## src/i2c_mbe_pkg.sv

```systemverilog
package i2c_mbe_pkg;

  // Input kind codes as they arrive on the input channel.
  localparam logic [2:0] KIND_TICK  = 3'd0;
  localparam logic [2:0] KIND_START = 3'd1;
  localparam logic [2:0] KIND_WRITE = 3'd2;
  localparam logic [2:0] KIND_READ  = 3'd3;
  localparam logic [2:0] KIND_STOP  = 3'd4;

  // Configuration register indexes (byte address is four times the index).
  localparam logic [2:0] REG_LOW_TICKS        = 3'd0;
  localparam logic [2:0] REG_HIGH_TICKS       = 3'd1;
  localparam logic [2:0] REG_BUS_FREE_TICKS   = 3'd2;
  localparam logic [2:0] REG_START_HOLD_TICKS = 3'd3;
  localparam logic [2:0] REG_STOP_SETUP_TICKS = 3'd4;

  localparam int unsigned CFG_ADDR_W = 5;
  localparam int unsigned CFG_DATA_W = 32;
  localparam int unsigned TICK_W     = 16;

  // Depth of the queue between the front and the back.
  localparam int unsigned Q_DEPTH = 2;
  localparam int unsigned Q_PTR_W = 1;
  localparam int unsigned Q_CNT_W = 2;

  typedef enum logic [2:0] {
    CMD_NONE  = 3'd0,
    CMD_START = 3'd1,
    CMD_WRITE = 3'd2,
    CMD_READ  = 3'd3,
    CMD_STOP  = 3'd4
  } cmd_t;

  typedef struct packed {
    cmd_t       cmd;
    logic [7:0] data_byte;
    logic       last_byte;
    logic       sda_in;
    logic       scl_in;
  } entry_t;

  typedef struct packed {
    logic       scl_pull_low;
    logic       sda_pull_low;
    logic       busy_res;
    logic       done_res;
    logic       ack_bit;
    logic [7:0] read_byte;
  } result_t;

  typedef struct packed {
    logic [TICK_W-1:0] low_ticks;
    logic [TICK_W-1:0] high_ticks;
    logic [TICK_W-1:0] bus_free_ticks;
    logic [TICK_W-1:0] start_hold_ticks;
    logic [TICK_W-1:0] stop_setup_ticks;
  } cfg_t;

  typedef enum logic [18:0] {
    PH_IDLE    = 19'h00001,
    PH_ST_WAIT = 19'h00002,
    PH_ST_BUF  = 19'h00004,
    PH_ST_HOLD = 19'h00008,
    PH_W_LOW   = 19'h00010,
    PH_W_RISE  = 19'h00020,
    PH_W_HIGH  = 19'h00040,
    PH_WA_LOW  = 19'h00080,
    PH_WA_RISE = 19'h00100,
    PH_WA_HIGH = 19'h00200,
    PH_R_LOW   = 19'h00400,
    PH_R_RISE  = 19'h00800,
    PH_R_HIGH  = 19'h01000,
    PH_RA_LOW  = 19'h02000,
    PH_RA_RISE = 19'h04000,
    PH_RA_HIGH = 19'h08000,
    PH_P_LOW   = 19'h10000,
    PH_P_RISE  = 19'h20000,
    PH_P_SETUP = 19'h40000
  } phase_t;

  localparam logic [7:0] MSB_MASK = 8'h80;
  localparam logic [3:0] BITS_PER_BYTE = 4'd8;

endpackage

```

## src/i2c_mbe_if.sv

```systemverilog
interface i2c_mbe_in_if;
  logic       valid;
  logic       ready;
  logic [2:0] kind;
  logic [7:0] data_byte;
  logic       last_byte;
  logic       sda_in;
  logic       scl_in;

  modport source (output valid, kind, data_byte, last_byte, sda_in, scl_in, input ready);
  modport sink   (input valid, kind, data_byte, last_byte, sda_in, scl_in, output ready);
endinterface

interface i2c_mbe_out_if;
  logic       valid;
  logic       ready;
  logic       scl_pull_low;
  logic       sda_pull_low;
  logic       busy_res;
  logic       done_res;
  logic       ack_bit;
  logic [7:0] read_byte;

  modport source (output valid, scl_pull_low, sda_pull_low, busy_res, done_res, ack_bit,
                  read_byte, input ready);
  modport sink   (input valid, scl_pull_low, sda_pull_low, busy_res, done_res, ack_bit,
                  read_byte, output ready);
endinterface

```

## src/i2c_master_byte_engine_top.sv

```systemverilog
// Channel   Direction  Word                                   Handshake
// in_ch     in         kind, data_byte, last_byte, pins       valid/ready
// out_ch    out        pull_low pair, busy, done, ack, byte   valid/ready
// psel...   in/out     five 16-bit tick registers at 4*i      APB, pready high
//
// One input word is one bus tick; a word can be taken every cycle while the queue is not full.
// Each word gives one result word; it is registered first in the two-entry queue,
// then in the result register behind the bus state machine.
// A stalled result holds the state machine; the queue keeps taking words until full.
// Synchronous active-low reset clears the queue, the state machine and the registers.
module i2c_master_byte_engine_top
  import i2c_mbe_pkg::*;
#(
  parameter int DELAY_WIDTH = 16
) (
  input  logic                  clk,
  input  logic                  rst_n,
  i2c_mbe_in_if.sink            in_ch,
  i2c_mbe_out_if.source         out_ch,
  input  logic                  psel,
  input  logic                  penable,
  input  logic                  pwrite,
  input  logic [CFG_ADDR_W-1:0] paddr,
  input  logic [CFG_DATA_W-1:0] pwdata,
  output logic [CFG_DATA_W-1:0] prdata,
  output logic                  pready
);

  cfg_t    cfg_r;
  logic    cfg_wr;
  logic    push_valid, push_ready;
  entry_t  push_entry;
  logic    pop_valid, pop_ready;
  entry_t  pop_entry;
  result_t out_word;

  assign pready = 1'b1;
  assign cfg_wr = psel && penable && pwrite && pready;

  always_ff @(posedge clk) begin
    if (!rst_n) begin
      cfg_r <= '0;
    end else if (cfg_wr) begin
      unique case (paddr[4:2])
        REG_LOW_TICKS:        cfg_r.low_ticks        <= pwdata[TICK_W-1:0];
        REG_HIGH_TICKS:       cfg_r.high_ticks       <= pwdata[TICK_W-1:0];
        REG_BUS_FREE_TICKS:   cfg_r.bus_free_ticks   <= pwdata[TICK_W-1:0];
        REG_START_HOLD_TICKS: cfg_r.start_hold_ticks <= pwdata[TICK_W-1:0];
        REG_STOP_SETUP_TICKS: cfg_r.stop_setup_ticks <= pwdata[TICK_W-1:0];
        default: ;
      endcase
    end
  end

  always_comb begin
    unique case (paddr[4:2])
      REG_LOW_TICKS:        prdata = CFG_DATA_W'(cfg_r.low_ticks);
      REG_HIGH_TICKS:       prdata = CFG_DATA_W'(cfg_r.high_ticks);
      REG_BUS_FREE_TICKS:   prdata = CFG_DATA_W'(cfg_r.bus_free_ticks);
      REG_START_HOLD_TICKS: prdata = CFG_DATA_W'(cfg_r.start_hold_ticks);
      REG_STOP_SETUP_TICKS: prdata = CFG_DATA_W'(cfg_r.stop_setup_ticks);
      default:              prdata = '0;
    endcase
  end

  i2c_mbe_front u_front (
    .in_ch      (in_ch),
    .push_valid (push_valid),
    .push_ready (push_ready),
    .push_entry (push_entry)
  );

  i2c_mbe_queue u_queue (
    .clk        (clk),
    .rst_n      (rst_n),
    .push_valid (push_valid),
    .push_ready (push_ready),
    .push_entry (push_entry),
    .pop_valid  (pop_valid),
    .pop_ready  (pop_ready),
    .pop_entry  (pop_entry)
  );

  i2c_mbe_back #(
    .DELAY_WIDTH (DELAY_WIDTH)
  ) u_back (
    .clk       (clk),
    .rst_n     (rst_n),
    .cfg       (cfg_r),
    .pop_valid (pop_valid),
    .pop_ready (pop_ready),
    .pop_entry (pop_entry),
    .out_valid (out_ch.valid),
    .out_ready (out_ch.ready),
    .out_word  (out_word)
  );

  assign out_ch.scl_pull_low = out_word.scl_pull_low;
  assign out_ch.sda_pull_low = out_word.sda_pull_low;
  assign out_ch.busy_res     = out_word.busy_res;
  assign out_ch.done_res     = out_word.done_res;
  assign out_ch.ack_bit      = out_word.ack_bit;
  assign out_ch.read_byte    = out_word.read_byte;

`ifndef NO_ASSERTIONS
  // An operation that has just finished leaves the engine idle.
  a_done_idle: assert property (@(posedge clk) disable iff (!rst_n)
    out_ch.valid && out_ch.done_res |-> !out_ch.busy_res)
    else $error("done word reports busy");

  // The queue refuses input only when it holds words for the back.
  a_full_nonempty: assert property (@(posedge clk) disable iff (!rst_n)
    !in_ch.ready |-> pop_valid)
    else $error("input stalled with an empty queue");

  // Reset leaves no result pending.
  a_reset_clear: assert property (@(posedge clk)
    !rst_n |=> !out_ch.valid)
    else $error("result valid straight after reset");
`endif

endmodule

```

## src/i2c_mbe_front.sv

```systemverilog
module i2c_mbe_front
  import i2c_mbe_pkg::*;
(
  i2c_mbe_in_if.sink in_ch,
  output logic       push_valid,
  input  logic       push_ready,
  output entry_t     push_entry
);

  cmd_t cmd;

  // Undefined kinds are treated as a plain tick.
  always_comb begin
    unique case (in_ch.kind)
      KIND_START: cmd = CMD_START;
      KIND_WRITE: cmd = CMD_WRITE;
      KIND_READ:  cmd = CMD_READ;
      KIND_STOP:  cmd = CMD_STOP;
      default:    cmd = CMD_NONE;
    endcase
  end

  assign push_valid           = in_ch.valid;
  assign in_ch.ready          = push_ready;
  assign push_entry.cmd       = cmd;
  assign push_entry.data_byte = in_ch.data_byte;
  assign push_entry.last_byte = in_ch.last_byte;
  assign push_entry.sda_in    = in_ch.sda_in;
  assign push_entry.scl_in    = in_ch.scl_in;

endmodule

```

## src/i2c_mbe_queue.sv

```systemverilog
module i2c_mbe_queue
  import i2c_mbe_pkg::*;
(
  input  logic   clk,
  input  logic   rst_n,
  input  logic   push_valid,
  output logic   push_ready,
  input  entry_t push_entry,
  output logic   pop_valid,
  input  logic   pop_ready,
  output entry_t pop_entry
);

  entry_t               mem_r [Q_DEPTH];
  logic [Q_PTR_W-1:0]   wr_ptr_r, wr_ptr_nxt;
  logic [Q_PTR_W-1:0]   rd_ptr_r, rd_ptr_nxt;
  logic [Q_CNT_W-1:0]   count_r, count_nxt;
  logic                 do_push, do_pop;

  assign push_ready = (count_r != Q_CNT_W'(Q_DEPTH));
  assign pop_valid  = (count_r != '0);
  assign pop_entry  = mem_r[rd_ptr_r];
  assign do_push    = push_valid && push_ready;
  assign do_pop     = pop_valid && pop_ready;

  always_comb begin
    wr_ptr_nxt = do_push ? wr_ptr_r + 1'b1 : wr_ptr_r;
    rd_ptr_nxt = do_pop  ? rd_ptr_r + 1'b1 : rd_ptr_r;
    count_nxt  = count_r;
    if (do_push && !do_pop) begin
      count_nxt = count_r + 1'b1;
    end else if (do_pop && !do_push) begin
      count_nxt = count_r - 1'b1;
    end
  end

  always_ff @(posedge clk) begin
    if (!rst_n) begin
      wr_ptr_r <= '0;
      rd_ptr_r <= '0;
      count_r  <= '0;
    end else begin
      wr_ptr_r <= wr_ptr_nxt;
      rd_ptr_r <= rd_ptr_nxt;
      count_r  <= count_nxt;
    end
  end

  always_ff @(posedge clk) begin
    if (do_push) begin
      mem_r[wr_ptr_r] <= push_entry;
    end
  end

endmodule

```

## src/i2c_mbe_back.sv

```systemverilog
module i2c_mbe_back
  import i2c_mbe_pkg::*;
#(
  parameter int DELAY_WIDTH = 16
) (
  input  logic    clk,
  input  logic    rst_n,
  input  cfg_t    cfg,
  input  logic    pop_valid,
  output logic    pop_ready,
  input  entry_t  pop_entry,
  output logic    out_valid,
  input  logic    out_ready,
  output result_t out_word
);

  localparam int ExtW = (DELAY_WIDTH > TICK_W) ? DELAY_WIDTH : TICK_W;

  phase_t                 phase_r, phase_nxt;
  logic [3:0]             bit_cnt_r, bit_cnt_nxt;
  logic [7:0]             shift_r, shift_nxt;
  logic [DELAY_WIDTH-1:0] delay_r, delay_nxt;
  logic                   nack_r, nack_nxt;
  logic                   ack_r, ack_nxt;
  logic                   scl_r, scl_nxt;
  logic                   sda_r, sda_nxt;
  logic [7:0]             hold_r, hold_nxt;
  logic                   done;
  logic                   over;
  logic                   advance;
  logic                   out_valid_r;
  result_t                out_word_r;

  function automatic logic [DELAY_WIDTH-1:0] load_ticks(input logic [TICK_W-1:0] t);
    logic [ExtW-1:0] e;
    e = ExtW'(t);
    return e[DELAY_WIDTH-1:0];
  endfunction

  // The back steps once per word, and only when the result register is free.
  assign advance   = pop_valid && (!out_valid_r || out_ready);
  assign pop_ready = !out_valid_r || out_ready;
  assign over      = (delay_r == '0);

  always_comb begin
    phase_nxt   = phase_r;
    bit_cnt_nxt = bit_cnt_r;
    shift_nxt   = shift_r;
    delay_nxt   = over ? delay_r : delay_r - 1'b1;
    nack_nxt    = nack_r;
    ack_nxt     = ack_r;
    scl_nxt     = scl_r;
    sda_nxt     = sda_r;
    hold_nxt    = hold_r;
    done        = 1'b0;

    unique case (phase_r)
      PH_IDLE: begin
        delay_nxt = delay_r;
        unique case (pop_entry.cmd)
          CMD_START: begin
            scl_nxt     = 1'b0;
            sda_nxt     = 1'b0;
            shift_nxt   = pop_entry.data_byte;
            bit_cnt_nxt = '0;
            phase_nxt   = PH_ST_WAIT;
          end
          CMD_WRITE: begin
            shift_nxt   = pop_entry.data_byte;
            bit_cnt_nxt = '0;
            scl_nxt     = 1'b1;
            sda_nxt     = (pop_entry.data_byte & MSB_MASK) == '0;
            delay_nxt   = load_ticks(cfg.low_ticks);
            phase_nxt   = PH_W_LOW;
          end
          CMD_READ: begin
            nack_nxt    = pop_entry.last_byte;
            shift_nxt   = '0;
            bit_cnt_nxt = '0;
            scl_nxt     = 1'b1;
            sda_nxt     = 1'b0;
            delay_nxt   = load_ticks(cfg.low_ticks);
            phase_nxt   = PH_R_LOW;
          end
          CMD_STOP: begin
            scl_nxt   = 1'b1;
            sda_nxt   = 1'b1;
            delay_nxt = load_ticks(cfg.low_ticks);
            phase_nxt = PH_P_LOW;
          end
          default: ;
        endcase
      end
      PH_ST_WAIT: begin
        delay_nxt = delay_r;
        if (pop_entry.sda_in && pop_entry.scl_in) begin
          delay_nxt = load_ticks(cfg.bus_free_ticks);
          phase_nxt = PH_ST_BUF;
        end
      end
      PH_ST_BUF: begin
        if (over) begin
          sda_nxt   = 1'b1;
          delay_nxt = load_ticks(cfg.start_hold_ticks);
          phase_nxt = PH_ST_HOLD;
        end
      end
      PH_ST_HOLD: begin
        if (over) begin
          scl_nxt   = 1'b1;
          sda_nxt   = (shift_r & MSB_MASK) == '0;
          delay_nxt = load_ticks(cfg.low_ticks);
          phase_nxt = PH_W_LOW;
        end
      end
      PH_W_LOW: begin
        if (over) begin
          scl_nxt   = 1'b0;
          phase_nxt = PH_W_RISE;
        end
      end
      PH_W_RISE: begin
        delay_nxt = delay_r;
        if (pop_entry.scl_in) begin
          delay_nxt = load_ticks(cfg.high_ticks);
          phase_nxt = PH_W_HIGH;
        end
      end
      PH_W_HIGH: begin
        if (over) begin
          shift_nxt   = {shift_r[6:0], 1'b0};
          bit_cnt_nxt = bit_cnt_r + 1'b1;
          scl_nxt     = 1'b1;
          delay_nxt   = load_ticks(cfg.low_ticks);
          if (bit_cnt_nxt >= BITS_PER_BYTE) begin
            sda_nxt   = 1'b0;
            phase_nxt = PH_WA_LOW;
          end else begin
            sda_nxt   = (shift_nxt & MSB_MASK) == '0;
            phase_nxt = PH_W_LOW;
          end
        end
      end
      PH_WA_LOW: begin
        if (over) begin
          scl_nxt   = 1'b0;
          phase_nxt = PH_WA_RISE;
        end
      end
      PH_WA_RISE: begin
        delay_nxt = delay_r;
        if (pop_entry.scl_in) begin
          ack_nxt   = pop_entry.sda_in;
          delay_nxt = load_ticks(cfg.high_ticks);
          phase_nxt = PH_WA_HIGH;
        end
      end
      PH_WA_HIGH: begin
        if (over) begin
          phase_nxt = PH_IDLE;
          done      = 1'b1;
        end
      end
      PH_R_LOW: begin
        if (over) begin
          scl_nxt   = 1'b0;
          phase_nxt = PH_R_RISE;
        end
      end
      PH_R_RISE: begin
        delay_nxt = delay_r;
        if (pop_entry.scl_in) begin
          shift_nxt = {shift_r[6:0], pop_entry.sda_in};
          delay_nxt = load_ticks(cfg.high_ticks);
          phase_nxt = PH_R_HIGH;
        end
      end
      PH_R_HIGH: begin
        if (over) begin
          bit_cnt_nxt = bit_cnt_r + 1'b1;
          scl_nxt     = 1'b1;
          delay_nxt   = load_ticks(cfg.low_ticks);
          if (bit_cnt_nxt >= BITS_PER_BYTE) begin
            hold_nxt  = shift_r;
            sda_nxt   = !nack_r;
            phase_nxt = PH_RA_LOW;
          end else begin
            sda_nxt   = 1'b0;
            phase_nxt = PH_R_LOW;
          end
        end
      end
      PH_RA_LOW: begin
        if (over) begin
          scl_nxt   = 1'b0;
          phase_nxt = PH_RA_RISE;
        end
      end
      PH_RA_RISE: begin
        delay_nxt = delay_r;
        if (pop_entry.scl_in) begin
          delay_nxt = load_ticks(cfg.high_ticks);
          phase_nxt = PH_RA_HIGH;
        end
      end
      PH_RA_HIGH: begin
        if (over) begin
          phase_nxt = PH_IDLE;
          done      = 1'b1;
        end
      end
      PH_P_LOW: begin
        if (over) begin
          scl_nxt   = 1'b0;
          phase_nxt = PH_P_RISE;
        end
      end
      PH_P_RISE: begin
        delay_nxt = delay_r;
        if (pop_entry.scl_in) begin
          delay_nxt = load_ticks(cfg.stop_setup_ticks);
          phase_nxt = PH_P_SETUP;
        end
      end
      PH_P_SETUP: begin
        if (over) begin
          sda_nxt   = 1'b0;
          phase_nxt = PH_IDLE;
          done      = 1'b1;
        end
      end
      default: begin
        delay_nxt = delay_r;
        phase_nxt = PH_IDLE;
      end
    endcase
  end

  always_ff @(posedge clk) begin
    if (!rst_n) begin
      phase_r     <= PH_IDLE;
      bit_cnt_r   <= '0;
      shift_r     <= '0;
      delay_r     <= '0;
      nack_r      <= 1'b0;
      ack_r       <= 1'b0;
      scl_r       <= 1'b0;
      sda_r       <= 1'b0;
      hold_r      <= '0;
      out_valid_r <= 1'b0;
    end else begin
      if (advance) begin
        phase_r   <= phase_nxt;
        bit_cnt_r <= bit_cnt_nxt;
        shift_r   <= shift_nxt;
        delay_r   <= delay_nxt;
        nack_r    <= nack_nxt;
        ack_r     <= ack_nxt;
        scl_r     <= scl_nxt;
        sda_r     <= sda_nxt;
        hold_r    <= hold_nxt;
      end
      if (advance) begin
        out_valid_r <= 1'b1;
      end else if (out_ready) begin
        out_valid_r <= 1'b0;
      end
    end
  end

  always_ff @(posedge clk) begin
    if (advance) begin
      out_word_r.scl_pull_low <= scl_nxt;
      out_word_r.sda_pull_low <= sda_nxt;
      out_word_r.busy_res     <= (phase_nxt != PH_IDLE);
      out_word_r.done_res     <= done;
      out_word_r.ack_bit      <= ack_nxt;
      out_word_r.read_byte    <= hold_nxt;
    end
  end

  assign out_valid = out_valid_r;
  assign out_word  = out_word_r;

endmodule

```

## src/flat_wrapper.sv

```systemverilog
// flat-port wrapper written by rule: the top's interface ports become plain ports
module i2c_master_byte_engine_top_flat import i2c_mbe_pkg::*;
#(
  parameter int DELAY_WIDTH = 16
)
  (clk, rst_n, psel, penable, pwrite, paddr, pwdata, prdata, pready, in_ch_valid, in_ch_kind, in_ch_data_byte, in_ch_last_byte, in_ch_sda_in, in_ch_scl_in, in_ch_ready, out_ch_valid, out_ch_scl_pull_low, out_ch_sda_pull_low, out_ch_busy_res, out_ch_done_res, out_ch_ack_bit, out_ch_read_byte, out_ch_ready);
  i2c_mbe_in_if in_ch_i ();
  i2c_mbe_out_if out_ch_i ();
  input  logic clk;
  input  logic rst_n;
  input  logic psel;
  input  logic penable;
  input  logic pwrite;
  input  logic [CFG_ADDR_W-1:0] paddr;
  input  logic [CFG_DATA_W-1:0] pwdata;
  output logic [CFG_DATA_W-1:0] prdata;
  output logic pready;
  input wire logic [$bits(in_ch_i.valid)-1:0] in_ch_valid;
  input wire logic [$bits(in_ch_i.kind)-1:0] in_ch_kind;
  input wire logic [$bits(in_ch_i.data_byte)-1:0] in_ch_data_byte;
  input wire logic [$bits(in_ch_i.last_byte)-1:0] in_ch_last_byte;
  input wire logic [$bits(in_ch_i.sda_in)-1:0] in_ch_sda_in;
  input wire logic [$bits(in_ch_i.scl_in)-1:0] in_ch_scl_in;
  output wire logic [$bits(in_ch_i.ready)-1:0] in_ch_ready;
  output wire logic [$bits(out_ch_i.valid)-1:0] out_ch_valid;
  output wire logic [$bits(out_ch_i.scl_pull_low)-1:0] out_ch_scl_pull_low;
  output wire logic [$bits(out_ch_i.sda_pull_low)-1:0] out_ch_sda_pull_low;
  output wire logic [$bits(out_ch_i.busy_res)-1:0] out_ch_busy_res;
  output wire logic [$bits(out_ch_i.done_res)-1:0] out_ch_done_res;
  output wire logic [$bits(out_ch_i.ack_bit)-1:0] out_ch_ack_bit;
  output wire logic [$bits(out_ch_i.read_byte)-1:0] out_ch_read_byte;
  input wire logic [$bits(out_ch_i.ready)-1:0] out_ch_ready;
  assign in_ch_i.valid = in_ch_valid;
  assign in_ch_i.kind = in_ch_kind;
  assign in_ch_i.data_byte = in_ch_data_byte;
  assign in_ch_i.last_byte = in_ch_last_byte;
  assign in_ch_i.sda_in = in_ch_sda_in;
  assign in_ch_i.scl_in = in_ch_scl_in;
  assign in_ch_ready = in_ch_i.ready;
  assign out_ch_valid = out_ch_i.valid;
  assign out_ch_scl_pull_low = out_ch_i.scl_pull_low;
  assign out_ch_sda_pull_low = out_ch_i.sda_pull_low;
  assign out_ch_busy_res = out_ch_i.busy_res;
  assign out_ch_done_res = out_ch_i.done_res;
  assign out_ch_ack_bit = out_ch_i.ack_bit;
  assign out_ch_read_byte = out_ch_i.read_byte;
  assign out_ch_i.ready = out_ch_ready;
  i2c_master_byte_engine_top #(.DELAY_WIDTH(DELAY_WIDTH)) u_core (.clk(clk), .rst_n(rst_n), .in_ch(in_ch_i), .out_ch(out_ch_i), .psel(psel), .penable(penable), .pwrite(pwrite), .paddr(paddr), .pwdata(pwdata), .prdata(prdata), .pready(pready));
endmodule
```

## config.mk

```make
export PLATFORM = sky130hd
export DESIGN_NAME = i2c_master_byte_engine_top_flat
export DESIGN_NICKNAME = d
export VERILOG_FILES = /design/src/i2c_mbe_pkg.sv /design/src/i2c_mbe_if.sv /design/src/i2c_master_byte_engine_top.sv /design/src/i2c_mbe_front.sv /design/src/i2c_mbe_queue.sv /design/src/i2c_mbe_back.sv /design/src/flat_wrapper.sv
export SDC_FILE = /design/constraint.sdc
export NUM_CORES = 1
export LEC_CHECK = 0
export BUFFER_PORTS_ARGS = -buffer_cell sky130_fd_sc_hd__buf_4
export CAP_MARGIN = 20
export CORE_AREA = 2 2 149 151
export DETAILED_ROUTE_END_ITERATION = 8
export DIE_AREA = 0 0 151 153
export GPL_TIMING_DRIVEN = 0
export PLACE_DENSITY = 0.68
export SETUP_SLACK_MARGIN = 0.15
export SYNTH_ARGS = -nofsm -noshare
export SYNTH_HDL_FRONTEND = slang
export SYNTH_HIERARCHICAL = 1
export SYNTH_SLANG_ARGS = --single-unit
export TNS_END_PERCENT = 5
```

## constraint.sdc

```tcl
create_clock -name clk -period 7.2 [get_ports clk]
set_input_delay 0.36 -clock clk [delete_from_list [all_inputs] [get_ports clk]]
set_output_delay 0.36 -clock clk [all_outputs]
set_load 0.02 [all_outputs]
```

# After elaboration in Yosys (flattened, before gate mapping)
# Memories as Yosys holds them, arrays and structs flattened. A register that Yosys moved wholly into a read port is not among the register bits.
# Cells that the tools add are included.
[op_classes]
n_addsub = 6
n_lt_le_gt_ge = 1
eq_ne = 42
mux = 64
n_reduce_logical = 42
[ops]
columns = ["op", "count"]
rows = [
  ["one-hot mux 19 bit (17 select lines)", 1],
  ["two-way mux 19 bit", 16],
  ["two-way mux 16 bit", 7],
  ["one-hot mux 16 bit (7 select lines)", 1],
  ["one-hot mux 16 bit (5 select lines)", 1],
  ["one-hot mux 19 bit (4 select lines)", 1],
  ["two-way mux 8 bit", 6],
  ["logical NOT 8 bit", 3],
  ["one-hot mux 8 bit (3 select lines)", 1],
  ["equality test 19 x 1 -> 1 bit (second input constant)", 1],
  ["equality test 19 x 10 -> 1 bit (second input constant)", 1],
  ["equality test 19 x 11 -> 1 bit (second input constant)", 1],
  ["equality test 19 x 12 -> 1 bit (second input constant)", 1],
  ["equality test 19 x 13 -> 1 bit (second input constant)", 1],
  ["equality test 19 x 14 -> 1 bit (second input constant)", 1],
  ["equality test 19 x 15 -> 1 bit (second input constant)", 1],
  ["equality test 19 x 16 -> 1 bit (second input constant)", 1],
  ["equality test 19 x 17 -> 1 bit (second input constant)", 1],
  ["equality test 19 x 18 -> 1 bit (second input constant)", 1],
  ["equality test 19 bit (second input constant)", 1],
  ["equality test 19 x 2 -> 1 bit (second input constant)", 1],
  ["equality test 19 x 3 -> 1 bit (second input constant)", 1],
  ["equality test 19 x 4 -> 1 bit (second input constant)", 1],
  ["equality test 19 x 5 -> 1 bit (second input constant)", 1],
  ["other kinds (45)", 103],
]
[word_totals]
register_bits = 157
ram_bits = 28
input_bits = 58
output_inout_bits = 48
wordCells = 180
memories = 1
[memory_table]
columns = ["memory", "words", "width", "rd", "rd_clocked_by_memory_dff", "write_ports", "line_no", "source"]
rows = [
  ["u_core.u_queue.mem_r", 2, 14, 1, 1, 1, "i2c_mbe_queue.sv:14", "entry_t mem_r [Q_DEPTH];"],
]

# Longest topological paths before layout
# Gate-level depths: netlist of the first run.
[depth]
depth_word = 6
mapped_depth = 12
depth_no_buf = 10

# By module
# The synthesis of the first run kept the hierarchy.
[by_module_without_submodules]
columns = ["module", "instances", "cells_per_inst", "area_each_um2", "seq_area_each_um2"]
rows = [
  ["i2c_mbe_back", 1, 710, 5452.7, 1591.5],
  ["i2c_master_byte_engine_top", 1, 382, 3741.1, 1601.5],
  ["i2c_mbe_queue", 1, 67, 1246.2, 940.9],
  ["i2c_mbe_front", 1, 16, 127.6, 0.0],
]

# Least setup slack after synthesis of the first run
# OpenSTA, ideal clock, no wires.
[synth_timing]
path_type = "register -> register"
from = "register u_core.u_back.phase_r[12]"
to = "register u_core.u_back.delay_r[1]"
setup_time_ps = 131
t_arrival_ps = 2742
t_required_ps = 7069
path_slack_ps = 4328
path_stages_with_launch = 12
cell_sequence = "dfxtp_1 -> buf_6 -> or4_4 -> buf_6 -> or4_4 -> nor4_4 -> a221oi_2 -> o211a_2 -> and2_1 -> buf_2 -> o211ai_1 -> o32ai_2"
[synth_via]
elab_chain_cells = 4
word_cells_on_any_way = 29
[synth_rtl]
columns = ["element", "line_no", "source"]
rows = [
  ["from (decl)", "i2c_mbe_back.sv:19", "phase_t phase_r, phase_nxt;"],
  ["from (signal assigned)", "i2c_mbe_back.sv:253", "phase_r <= phase_nxt;"],
  ["equality test 19 bit (tied with other cells)", "i2c_mbe_back.sv:57", "unique case (phase_r)"],
  ["OR reduction 8 bit (no source line) (tied with other cells)", "-", ""],
  ["nonzero test 7 bit (no source line) / != test 2 x 1 -> 1 bit (equally long branches)", "-", ""],
  ["AND reduction 6 bit (no source line)", "-", ""],
  ["to (signal assigned)", "i2c_mbe_back.sv:256", "delay_r <= delay_nxt;"],
  ["to (decl)", "i2c_mbe_back.sv:22", "logic [DELAY_WIDTH-1:0] delay_r, delay_nxt;"],
]
# Parallel ways exist; a longest one is shown, timed or not.
# A chain may end at the register's enable or synchronous reset.

# Worst setup path after layout of the first run
[layout_timing]
from = "register u_core.u_back.phase_r[2]"
to = "register u_core.u_back.phase_r[5]"
[layout_via]
elab_chain_cells = 3
word_cells_on_any_way = 21
[layout_rtl]
columns = ["element", "line_no"]
rows = [
  ["equality test 19 bit (tied with other cells)", "i2c_mbe_back.sv:57"],
  ["OR reduction 3 bit (no source line)", "-"],
  ["one-hot mux 19 bit (17 select lines) (*)", "i2c_mbe_back.sv:57"],
]
# Mark *: on every way between the ends. The rest lies on a longest branch, timed or not.

==> qor.yml, run 1 <==
placed_design:
  dpl.hpwl_um: 25780
  place_inst: 1528
  routabilityCongestion: 0.9695
  place.port_buffers: 57
worst_hold_path:
  hp-class: "in2reg"
  min_from: "in_ch_data_byte[1]"
floorplan:
  start_util_pct: 49.18
  io_pins: 106
  die_area_um2: 23100
  die_w_um: 151
  die_y_um: 153
  rows: 54
  core_area_um2: 21490
sta:
  timing.final.crit_period_ns: 4.154
  fin_tns_setup_ns: 0
  worst_pin_slew_ns: 0.9879
  hold_viol_final: 0
  fin_crit_sh_pct: 57.69
  whs_ns: 0.1076
  max_freq_mhz: 240.7
  skew_ns: 0.01290
  setup_viol: 0
  finalMaxSlewViolations: 0
  slew_headroom_pct: 33.53
  rsz0062_at_grt: "no"
pwr:
  leakage_nw: 4.435
  finalPower_w: 0.004194
  powerDensity_nw_per_um2: 347.9
  max-vdd-ir-drop_mv: 0.2547
finish:
  insertedDiodeCount: 0
  syn2layout_area_growth_pct: 14.08
  utilization_pct: 56.11
  layoutNonFillerInstCount: 1560
  nets: 1328
  fillers: 1946
  layout_commonest_cell: "nand2_1"
  final_cell_mix: "nand2_1, dfxtp_1, buf_4"
  drive_above_1_share_pct: 18.20
clock_tree:
  cts.sinks: 186
  hold_buffers: 0
  clkTransAtPathRegs_ns: 0.08
  cts_made_buffers: 17
  post_cts_buffers: 0
  cts-root-buf: "clkbuf_16"
  cts_tree: "built"
  cts_resized: 0
  clkLatencyLatePin_ns: 0.43
  cts_buffer_depth: 2
  cts_htree_levels: 4
setup_path:
  crit_start: "u_core/u_back/phase_r[2]$_SDFFE_PN0P_"
  crit_fanout: 10
  crit_type: "reg2reg"
  end_kind: "flop"
  crit_path_start_kind: "flop"
  worstPathRequired_ns: 7.55
  worstPathArrival_ns: 4.51
  rr_startpoint: "u_core/u_back/phase_r[2]$_SDFFE_PN0P_"
route:
  dr.first_iter.drc_count: 1248
  wl_per_cell_um: 22.77
  drc_errors: 0
  drtAntennaViolNets: 0
  vias: 9784
  wirelength_um: 35530
  first_pass_iters: 9
  vias_per_cell: 6.272
synthesis:
  yosysSeqAreaShare_pct: 39.12
  yosysUniqueCellTypes: 97
  synthArstFlopShare_pct: 0
  dominantRegCellSynth: "dfxtp_1"
  synth_seq_cells: 186
  syn_area_um2: 10570
  syn-mean-instance-area_um2: 8.994
  synth_cells: 1175
  synth_edf_count: 41
  yosysWarnings: 6
global_routing:
  antenna_found_initial: 0
  grt_max_degree: 22
  overflow: 0
  grt_pass1_wl_um: 54330
  track_usage_pct: 30.86
  grt_pass1_vias: 9281
run_status:
  status: "finished, final reports clean"
job:
  cap_violations: 0
[per-layer routing]
metal  GRT usage (%)  part of all wire [%]
met2           46.06                    44
met3           6.478                    10
met5               0                     0
met4           11.39                   3.5
met1           43.92                    43
[path summary, 6_finish.rpt]
check	slack [ns]	cells after the start	end
setup / recovery	3.05	10	u_core/u_back/phase_r[5]$_SDFFE_PN0P_
hold / removal	0.11	1	u_core/u_queue/mem_r[1][4]$_DFFE_PP_
setup reg to reg	3.05	10	u_core/u_back/phase_r[5]$_SDFFE_PN0P_
hold reg to reg	0.48	2	u_core/cfg_r[51]$_SDFFE_PN0P_
[logic make-up (layout without fill, tap and decap cells)]
kind of cell | count (synthesis) | after routing | share of synthesized area, %
AO/OA/AOI/OAI | 246 | 246 | 17.00
AND/OR/NAND/NOR | 469 | 469 | 23.10
multiplexers | 123 | 123 | 12.10
adder cells (fa/ha/maj) | 3 | 3 | 0.3552
buffers and inverters | 128 | 218 | 6.761
flip-flops | 186 | 186 | 39.12
XOR/XNOR | 18 | 18 | 1.492
other | 2 | 17 | 0.07107
[final cells by class]
class / count / area [um^2] / area share, %
Multi-Input combinational cell: 876 / 5776 / 47.91
Sequential cell: 186 / 4134 / 34.29
Buffer: 111 / 650.6 / 5.397
Timing Repair Buffer: 58 / 442.9 / 3.674
Clock buffer: 17 / 425.4 / 3.529
Tap cell: 280 / 350.3 / 2.906
Clock inverter: 15 / 212.7 / 1.764
Inverter: 17 / 63.81 / 0.5293
[flip-flops by register name (all words and copies together), names as in the netlist, named ones only]
name and count:
u_core/u_back/delay_r 16, u_core/u_queue/wr_ptr_r 1, u_core/u_back/ack_r 1, u_core/u_back/out_word 13, u_core/u_back/sda_r 1, u_core/u_back/shift_r 8
u_core/u_back/scl_r 1, u_core/u_back/hold_r 8, u_core/u_queue/mem_r 28, u_core/u_back/out_valid 1, u_core/u_queue/rd_ptr_r 1, u_core/u_queue/count_r 2
u_core/u_back/nack_r 1, u_core/cfg_r 80, u_core/u_back/bit_cnt_r 4, u_core/u_back/phase_r 19
[report_power, final]
group	internal, W	switching [W]
registers	0.00124	0.0000846
clock network	0.000512	0.000483
logic	0.000629	0.00125
total	0.00238	0.00182
[worst max-delay path: stages, from the launching register on]
cell and delay [ns]:
dfxtp_1 0.31, buf_4 0.17, nor4_1 0.81, nand4_1 0.34, nor4_1 0.72, or3_1 0.31
clkbuf_1 0.56, nor2_1 0.12, o21ai_0 0.47, nand2_1 0.11, a21oi_1 0.14
[metrics by stage]
step | instance area, um^2 | setup WS (ns)
after floorplan | 10620 | 4.328
after global routing | 12060 | 3.035
after CTS | 12060 | 3.359
final | 12060 | 3.046
after detailed placement | 11420 | 3.386
after global placement | 11400 | 3.236
[Yosys cell counts (all sizes together), types with 4 or more instances]
master  instances  area (um^2)
mux2           38        427.9
nor4b           7        61.31
o22ai          25        170.2
edfxtp         41         1231
a211oi         14        105.1
a22oi          45        337.8
o211ai         12        90.09
a21oi          26        130.1
nand2b         12        82.58
or2             6        37.54
or4             7        63.81
mux2i          85        850.8
nand4b          4        50.05
dfxtp         145         2903
nand3          30        160.2
nor2           91        359.1
o21ai          41        209.0
o211a           4        40.04
nand2         186        698.2
buf            65        478.0
a21boi          4        30.03
nor3           43        254.0
nor2b          10        65.06
nor4           16        187.7
a31oi          11        68.82
xor2            8        70.07
clkbuf         46        172.7
nand4          16        100.1
a221oi          7        73.82
and3            9        61.31
and2           10        62.56
and4            4        35.03
xnor2          10        87.58
a22o            4        35.03
a222oi         12        120.1
inv            17        63.81
Power figures use the tool's default switching activity.
==> run 2, diff against run 1 <==
==> constraint.sdc (replaced) <==
create_clock -name clk -period 4.2 [get_ports clk]
set_input_delay 0.21 -clock clk [delete_from_list [all_inputs] [get_ports clk]]
set_output_delay 0.21 -clock clk [all_outputs]
set_load 0.02 [all_outputs]
==> run 2 against run 1 <==
  * Cell count rose by 0.71%
  * Clock skew about the same
  * Hold slack got worse by 0.044 ns
  * Sequential cell count did not move
  * Non-clock buffer count up 11
  * Count of clock-buffer cells in the layout is the same
  * Sequential power is 72% higher
  * Worst setup slack got worse by 2.8 ns
==> qor.yml, run 2 (synthesis gave the netlist of run 1 again) <==
clock_tree:
  clkTransAtPathRegs_ns: 0.08  # about the same
  clkLatencyLatePin_ns: 0.44  # about the same
  cts_htree_levels: 4  # unchanged
  cts_buffer_depth: 2  # unchanged
  cts-root-buf: "clkbuf_16"
  cts_tree: "built"
  cts.sinks: 186  # unchanged
  cts_made_buffers: 17  # unchanged
global_routing:
  grt_pass1_wl_um: 54690  # +0.66%
  grt_pass1_vias: 9361  # +0.86%
  grt_max_degree: 22  # unchanged
  track_usage_pct: 31.05  # +0.19 points
  overflow: 0  # unchanged
  busiest_layer: "met2"
  grt_util_met3_pct: 6.478  # unchanged
  grt_use_met1_pct: 44.13  # +0.22 points
  grt_use_met2_pct: 46.36  # +0.30 points
  antenna_found_initial: 0  # unchanged
worst_hold_path:
  min_from: "in_ch_kind[1]"
  hold_path_end: "u_core/u_queue/mem_r[1][13]$_DFFE_PP_"
  whs_path_depth: 2  # +1
  hp-class: "in2reg"
placed_design:
  routabilityCongestion: 0.9695  # unchanged
  dpl.hpwl_um: 25780  # unchanged
  place.port_buffers: 57  # unchanged
sta:
  setup_viol: 0  # unchanged
  whs_ns: 0.06404  # -0.04352 ns
  fin_tns_setup_ns: 0  # unchanged
  skew_ns: 0.01282  # -0.00008450 ns
  worst_pin_slew_ns: 0.9225  # -0.06542 ns
  finalMaxSlewViolations: 0  # unchanged
  hold_viol_final: 0  # unchanged
  fin_crit_sh_pct: 93.70  # +36 points
  max_freq_mhz: 254.1  # +5.6%
  timing.final.crit_period_ns: 3.935  # -0.2185 ns
  slew_headroom_pct: 38.04  # +4.5 points
  rsz0062_at_grt: "no"
job:
  cap_violations: 0  # unchanged
finish:
  fillers: 1936  # -0.51%
  layout_commonest_cell: "nand2_1"
  seq_area_um2: 4134  # unchanged
  largest_reg_flops: 80  # unchanged
  nets: 1339  # +0.83%
  final_cell_mix: "nand2_1, dfxtp_1, buf_4"
  reg_top3: "u_core/cfg_r: 80 flops, u_core/u_queue/mem_r: 28 flops, u_core/u_back/phase_r: 19 flops"
  multi_input_area_um2: 5782  # +0.11%
  largest-register: "u_core/cfg_r"
  insertedDiodeCount: 0  # unchanged
  drive_above_1_share_pct: 18.20  # about the same
  syn2layout_area_growth_pct: 15.19
setup_path:
  crit_fanout: 10  # unchanged
  cp_cell_sequence: "clkbuf_1 -> nor4_2 -> nand4_1 -> nor4_1 -> or3_1 -> clkbuf_1 -> nor2_1 -> o21ai_0 -> nand2_1 -> a21oi_1"
  cp_slowest_cell: "nor4_1"
  crit_path_start_kind: "flop"
  critPathMostFrequentCell: "clkbuf_1"
  worstPathArrival_ns: 4.29  # -0.22 ns
  cpPeakStageDelay_ns: 0.68  # -0.13 ns
  crit_type: "reg2reg"
  worstPathRequired_ns: 4.56  # -2.99 ns
  reg2reg_setup_slack_ns: 0.26  # -2.78 ns
  end_kind: "flop"
  reg2reg_depth: 10  # unchanged
  worstReg2RegEnd: "u_core/u_back/phase_r[5]$_SDFFE_PN0P_"
  rr_startpoint: "u_core/u_back/phase_r[7]$_SDFFE_PN0P_"
floorplan:
  die_w_um: 151  # unchanged
  core_area_um2: 21490  # unchanged
  rows: 54  # unchanged
  start_util_pct: 49.18  # unchanged
  io_pins: 106  # unchanged
  die_area_um2: 23100  # unchanged
  die_y_um: 153  # unchanged
route:
  wl_per_cell_um: 22.71  # -0.26%
  vias: 9875  # +0.93%
  wirelength_um: 35680  # +0.44%
  dr.first_iter.drc_count: 1278  # +2.4%
  first_pass_iters: 6  # -3
  vias_per_cell: 6.286  # +0.22%
  drc_errors: 0  # unchanged
  drtAntennaViolNets: 0  # unchanged
pwr:
  leakage_nw: 4.485  # +1.1%
  powerDensity_nw_per_um2: 591.9  # +70%
  max-vdd-ir-drop_mv: 0.4385  # +72%
run_status:
  status: "finished, final reports clean"
run 2: cell count changes in the layout (fill, tap and decap cells not counted), sizes merged:
cell,delta
dlygate4sd3,+11
run 2: timing repair:
item / in CTS / in global routing
hold buffers: 11 / 0
setup endpoints to repair: 0 / 6
setup buffers: 0 / 0
endpoints found under the hold margin: 22 / 0
resized for setup: 0 / 3
run 2: layout make-up:
class	instances	share of cell area, %
multi-input cells	876	47.50
flip-flops and latches	186	33.96
plain buffers	111	5.355
repair buffers	69	4.543
clock buffers	17	3.495
well taps	280	2.878
clock inverters	15	1.747
inverters	17	0.5242
run 2: report_power, final:
| part | switching, W | internal [W] |
|---|---|---|
| clock network | 0.000830 | 0.000877 |
| logic | 0.00214 | 0.00109 |
| registers | 0.000149 | 0.00212 |
| total | 0.00312 | 0.00408 |
run 2: worst max path at each step:
stage | cells past startpoint | start | slack, ns | endpoint
2_1_floorplan | 11 | u_core/u_back/phase_r[12]$_SDFFE_PN0P_ | 1.33 | u_core/u_back/delay_r[1]$_SDFFE_PN0P_
3_3_place_gp | 10 | u_core/u_back/phase_r[3]$_SDFFE_PN0P_ | 0.24 | u_core/u_back/phase_r[14]$_SDFFE_PN0P_
3_5_place_dp | 10 | u_core/u_back/phase_r[2]$_SDFFE_PN0P_ | 0.39 | u_core/u_back/phase_r[5]$_SDFFE_PN0P_
4_1_cts | 10 | u_core/u_back/phase_r[2]$_SDFFE_PN0P_ | 0.36 | u_core/u_back/phase_r[5]$_SDFFE_PN0P_
5_1_grt | 11 | u_core/u_back/phase_r[9]$_SDFFE_PN0P_ | 0.21 | u_core/u_back/phase_r[0]$_SDFFE_PN1P_
6_report | 10 | u_core/u_back/phase_r[7]$_SDFFE_PN0P_ | 0.26 | u_core/u_back/phase_r[5]$_SDFFE_PN0P_
run 2: metal layers:
| layer | vias to the layer above | share of wire [%] |
|---|---|---|
| met1 | 4713 | 42 |
| met5 | - | 0 |
| met4 | 0 | 3.3 |
| met3 | 83 | 10 |
| li1 | 4494 | - |
| met2 | 585 | 44 |
run 2: metrics by stage:
step	instances	util [%]	setup WS (ns)	instance area, um^2	power [W]
final	1571	56.66	0.2647	12170	0.007205
after detailed placement	1528	53.14	0.3861	11420	0.005404
after global placement	1527	53.07	0.2358	11400	0.005384
after floorplan	1190	-	1.328	10620	0.004467
after global routing	1571	56.66	0.2092	12170	0.007556
after CTS	1571	56.62	0.3585	12170	0.007111
run 2: critical path, delay by kind of cell (launching register included):
family                 cells  cell delay, ns
DFF                        1            0.30
buffers and inverters      2            0.78
and+or+nand+nor            6            2.18
AOI/OAI and AO/OA          2            0.58
==> run 3, diff against run 2 <==
--- a/config.mk
+++ b/config.mk
@@ -7,14 +7,13 @@
 export LEC_CHECK = 0
 export BUFFER_PORTS_ARGS = -buffer_cell sky130_fd_sc_hd__buf_4
 export CAP_MARGIN = 20
-export CORE_AREA = 2 2 149 151
+export CORE_AREA = 2 2 142 144
 export DETAILED_ROUTE_END_ITERATION = 8
-export DIE_AREA = 0 0 151 153
+export DIE_AREA = 0 0 144 146
 export GPL_TIMING_DRIVEN = 0
-export PLACE_DENSITY = 0.68
+export PLACE_DENSITY = 0.69
 export SETUP_SLACK_MARGIN = 0.15
 export SYNTH_ARGS = -nofsm -noshare
 export SYNTH_HDL_FRONTEND = slang
-export SYNTH_HIERARCHICAL = 1
 export SYNTH_SLANG_ARGS = --single-unit
 export TNS_END_PERCENT = 5
==> constraint.sdc (replaced) <==
create_clock -name clk -period 5.05 [get_ports clk]
set_input_delay 0.2525 -clock clk [delete_from_list [all_inputs] [get_ports clk]]
set_output_delay 0.2525 -clock clk [all_outputs]
set_load 0.02 [all_outputs]
==> run 3 against run 2 <==
  * Critical path type unchanged
  * Register-to-register slack better by 0.95 ns
  * Die area is 9.0% lower
  * Largest power group is now registers
  * Largest cell class unchanged
  * Critical endpoint is now u_core.u_back.out_word[11]$_DFFE_PP_
  * Sequential cell count unchanged
  * Highest routed layer unchanged
==> qor.yml, run 3 <==
route:
  drtAntennaViolNets: 0  # unchanged
  wl_per_cell_um: 19.98  # -12%
  vias_per_cell: 6.044  # -3.8%
  drc_errors: 0  # unchanged
  vias: 9157  # -7.3%
  wirelength_um: 30270  # -15%
  first_pass_iters: 6  # unchanged
  dr.first_iter.drc_count: 1097  # -14%
synthesis:
  yosysWarnings: 0  # -6
  yosysUniqueCellTypes: 83  # -14%
  dominantRegCellSynth: "dfxtp_1"
  synth_cells: 1121  # -4.6%
  synth_top_area_share_pct: 30.47  # +3.0 points
  synth_most_common_cell: "nand2_1"
  synth_edf_count: 41  # unchanged
  syn_area_um2: 9528  # -9.8%
  synth_seq_cells: 186  # unchanged
  yosysSeqAreaShare_pct: 43.39  # +4.3 points
  synthTopCellsByArea: "dfxtp_1, edfxtp_1, nand2_1, a21oi_1, mux2i_1"
  synth_area_leader_cell: "dfxtp_1"
  syn-mean-instance-area_um2: 8.499  # -5.5%
  ys_top_cells_by_count: "nand2_1, dfxtp_1, a21oi_1, nor2_1, clkbuf_1"
  synthArstFlopShare_pct: 0  # unchanged
setup_path:
  end_kind: "flop"
  crit_type: "reg2reg"
  worstPathArrival_ns: 4.11  # -0.18 ns
  reg2reg_depth: 10  # unchanged
  crit_fanout: 10  # unchanged
  worstPathRequired_ns: 5.33  # +0.77 ns
  reg2reg_setup_slack_ns: 1.22  # +0.95 ns
  rr_startpoint: "u_core.u_back.phase_r[4]$_SDFFE_PN0P_"
  worstReg2RegEnd: "u_core.u_back.out_word[11]$_DFFE_PP_"
  crit_path_start_kind: "flop"
placed_design:
  routabilityCongestion: 0.9573  # -1.3%
  dpl.hpwl_um: 21520  # -16%
  place.port_buffers: 69  # +21%
  placed_area_um2: 10450  # -8.5%
sta:
  timing.final.crit_period_ns: 3.832  # -0.1037 ns
  worst_pin_slew_ns: 0.9484  # +0.02595 ns
  finalMaxSlewViolations: 0  # unchanged
  hold_viol_final: 0  # unchanged
  max_freq_mhz: 261.0  # +2.7%
  slew_headroom_pct: 36.77  # -1.3 points
  skew_ns: 0.01226  # -0.0005639 ns
  fin_tns_setup_ns: 0  # unchanged
  setup_viol: 0  # unchanged
  rsz0062_at_grt: "no"
  fin_crit_sh_pct: 75.87  # -18 points
  whs_ns: 0.07115  # +0.007108 ns
floorplan:
  die_area_um2: 21020  # -9.0%
  core_area_um2: 19330  # -10%
  rows: 51  # -5.6%
  io_pins: 106  # unchanged
  start_util_pct: 49.28  # +0.094 points
  die_w_um: 144  # -4.6%
  die_y_um: 146  # -4.6%
clock_tree:
  hold_buffers: 11  # unchanged
  clkLatencyLatePin_ns: 0.45  # about the same
  cts_made_buffers: 17  # unchanged
  cts_htree_levels: 4  # unchanged
  clkTransAtPathRegs_ns: 0.08  # about the same
  cts-root-buf: "clkbuf_16"
  cts_tree: "built"
  post_cts_buffers: 0  # unchanged
  cts_resized: 0  # unchanged
  cts_buffer_depth: 2  # unchanged
  cts.sinks: 186  # unchanged
finish:
  drive_above_1_share_pct: 14.32  # -3.9 points
  largest_reg_flops: 80  # unchanged
  layout_commonest_cell: "nand2_1"
  reg_top3: "u_core.cfg_r: 80 flops, u_core.u_queue.mem_r: 28 flops, u_core.u_back.phase_r: 19 flops"
  nets: 1299  # -3.0%
  insertedDiodeCount: 0  # unchanged
  largest-register: "u_core.cfg_r"
  utilization_pct: 57.81  # +1.2 points
  final_cell_mix: "nand2_1, dfxtp_1, a21oi_1"
  design_area_um2: 11180  # -8.2%
  syn2layout_area_growth_pct: 17.31
pwr:
  leakage_nw: 4.065  # -9.4%
  finalPower_w: 0.004771  # -34%
  powerDensity_nw_per_um2: 426.8  # -28%
  max-vdd-ir-drop_mv: 0.2550  # -42%
global_routing:
  busiest_layer: "met2"
  antenna_found_initial: 0  # unchanged
  grt_use_met1_pct: 41.99  # -2.1 points
  grt_pass1_vias: 8466  # -9.6%
  grt_pass1_wl_um: 47340  # -13%
  overflow: 0  # unchanged
  track_usage_pct: 29.20  # -1.9 points
  grt_util_met3_pct: 6.384  # -0.094 points
  grt_max_degree: 23  # +4.5%
  grt_use_met2_pct: 42.17  # -4.2 points
run_status:
  status: "finished, final reports clean"
worst_hold_path:
  hp-class: "in2reg"
  min_from: "rst_n"
  hold_path_end: "u_core.u_back.phase_r[0]$_SDFFE_PN1P_"
  whs_path_depth: 2  # unchanged
job:
  cap_violations: 0  # unchanged
run 3: worst max-delay path by stage:
stage	to	slack (ns)	from
finish	u_core.u_back.out_word[11]$_DFFE_PP_	1.22	u_core.u_back.phase_r[4]$_SDFFE_PN0P_
global route	u_core.u_back.out_word[11]$_DFFE_PP_	1.09	u_core.u_back.phase_r[4]$_SDFFE_PN0P_
CTS	u_core.u_back.out_word[11]$_DFFE_PP_	1.36	u_core.u_back.phase_r[4]$_SDFFE_PN0P_
detailed placement	u_core.u_back.out_word[11]$_DFFE_PP_	1.39	u_core.u_back.phase_r[4]$_SDFFE_PN0P_
global placement	u_core.u_back.out_word[11]$_DFFE_PP_	1.40	u_core.u_back.phase_r[4]$_SDFFE_PN0P_
floorplan	u_core.u_back.delay_r[6]$_SDFFE_PN0P_	2.33	u_core.u_back.phase_r[4]$_SDFFE_PN0P_
run 3: area by class of cell:
class,count,area (um^2)
well taps,265,331.6
flip-flops and latches,186,4134
fillers,1780,8158
plain buffers,90,449.2
inverters,12,45.04
multi-input cells,848,4956
clock inverters,15,181.4
repair buffers,82,654.4
clock buffers,17,425.4
run 3: power breakdown:
part / internal, W / switching [W] / total [W] / leakage, nW
Combinational: 0.000552 / 0.00106 / 0.00161 / 2.21
Clock: 0.000674 / 0.000688 / 0.00136 / 0.296
Sequential: 0.00171 / 0.0000925 / 0.00180 / 1.56
run 3: cells by family (layout without fill, tap and decap cells):
family	after synthesis	count (layout)	synth area share (%)
adder cells (fa/ha/maj)	4	4	0.5253
XOR/XNOR	18	18	1.655
flip-flops	186	186	43.39
AND/OR/NAND/NOR	457	457	23.65
multiplexers	46	46	5.016
AO/OA/AOI/OAI	306	306	20.50
other	2	17	0.07882
buffers and inverters	102	216	5.187
run 3: metrics by stage:
step / setup WS, ns / instances
6_report: 1.218 / 1515
5_1_grt: 1.093 / 1515
4_1_cts: 1.361 / 1514
3_5_place_dp: 1.393 / 1471
3_3_place_gp: 1.397 / 1470
2_1_floorplan: 2.325 / 1136
run 3: layer usage:
metal	vias up	wire length (um)
met3	70	2907
met4	0	881
li1	4282	-
met1	4310	13220
met5	-	0
met2	495	13260
run 3: worst max-delay path: stages (launching register included):
cell and delay (ns):
dfxtp_1 0.31, buf_6 0.13, nor4_4 0.53, nand3_2 0.32, nor3_1 0.82, clkbuf_1 0.60, nor3b_1 0.13, a311oi_1 0.36
a21oi_1 0.07, and3_1 0.22, a21oi_1 0.16
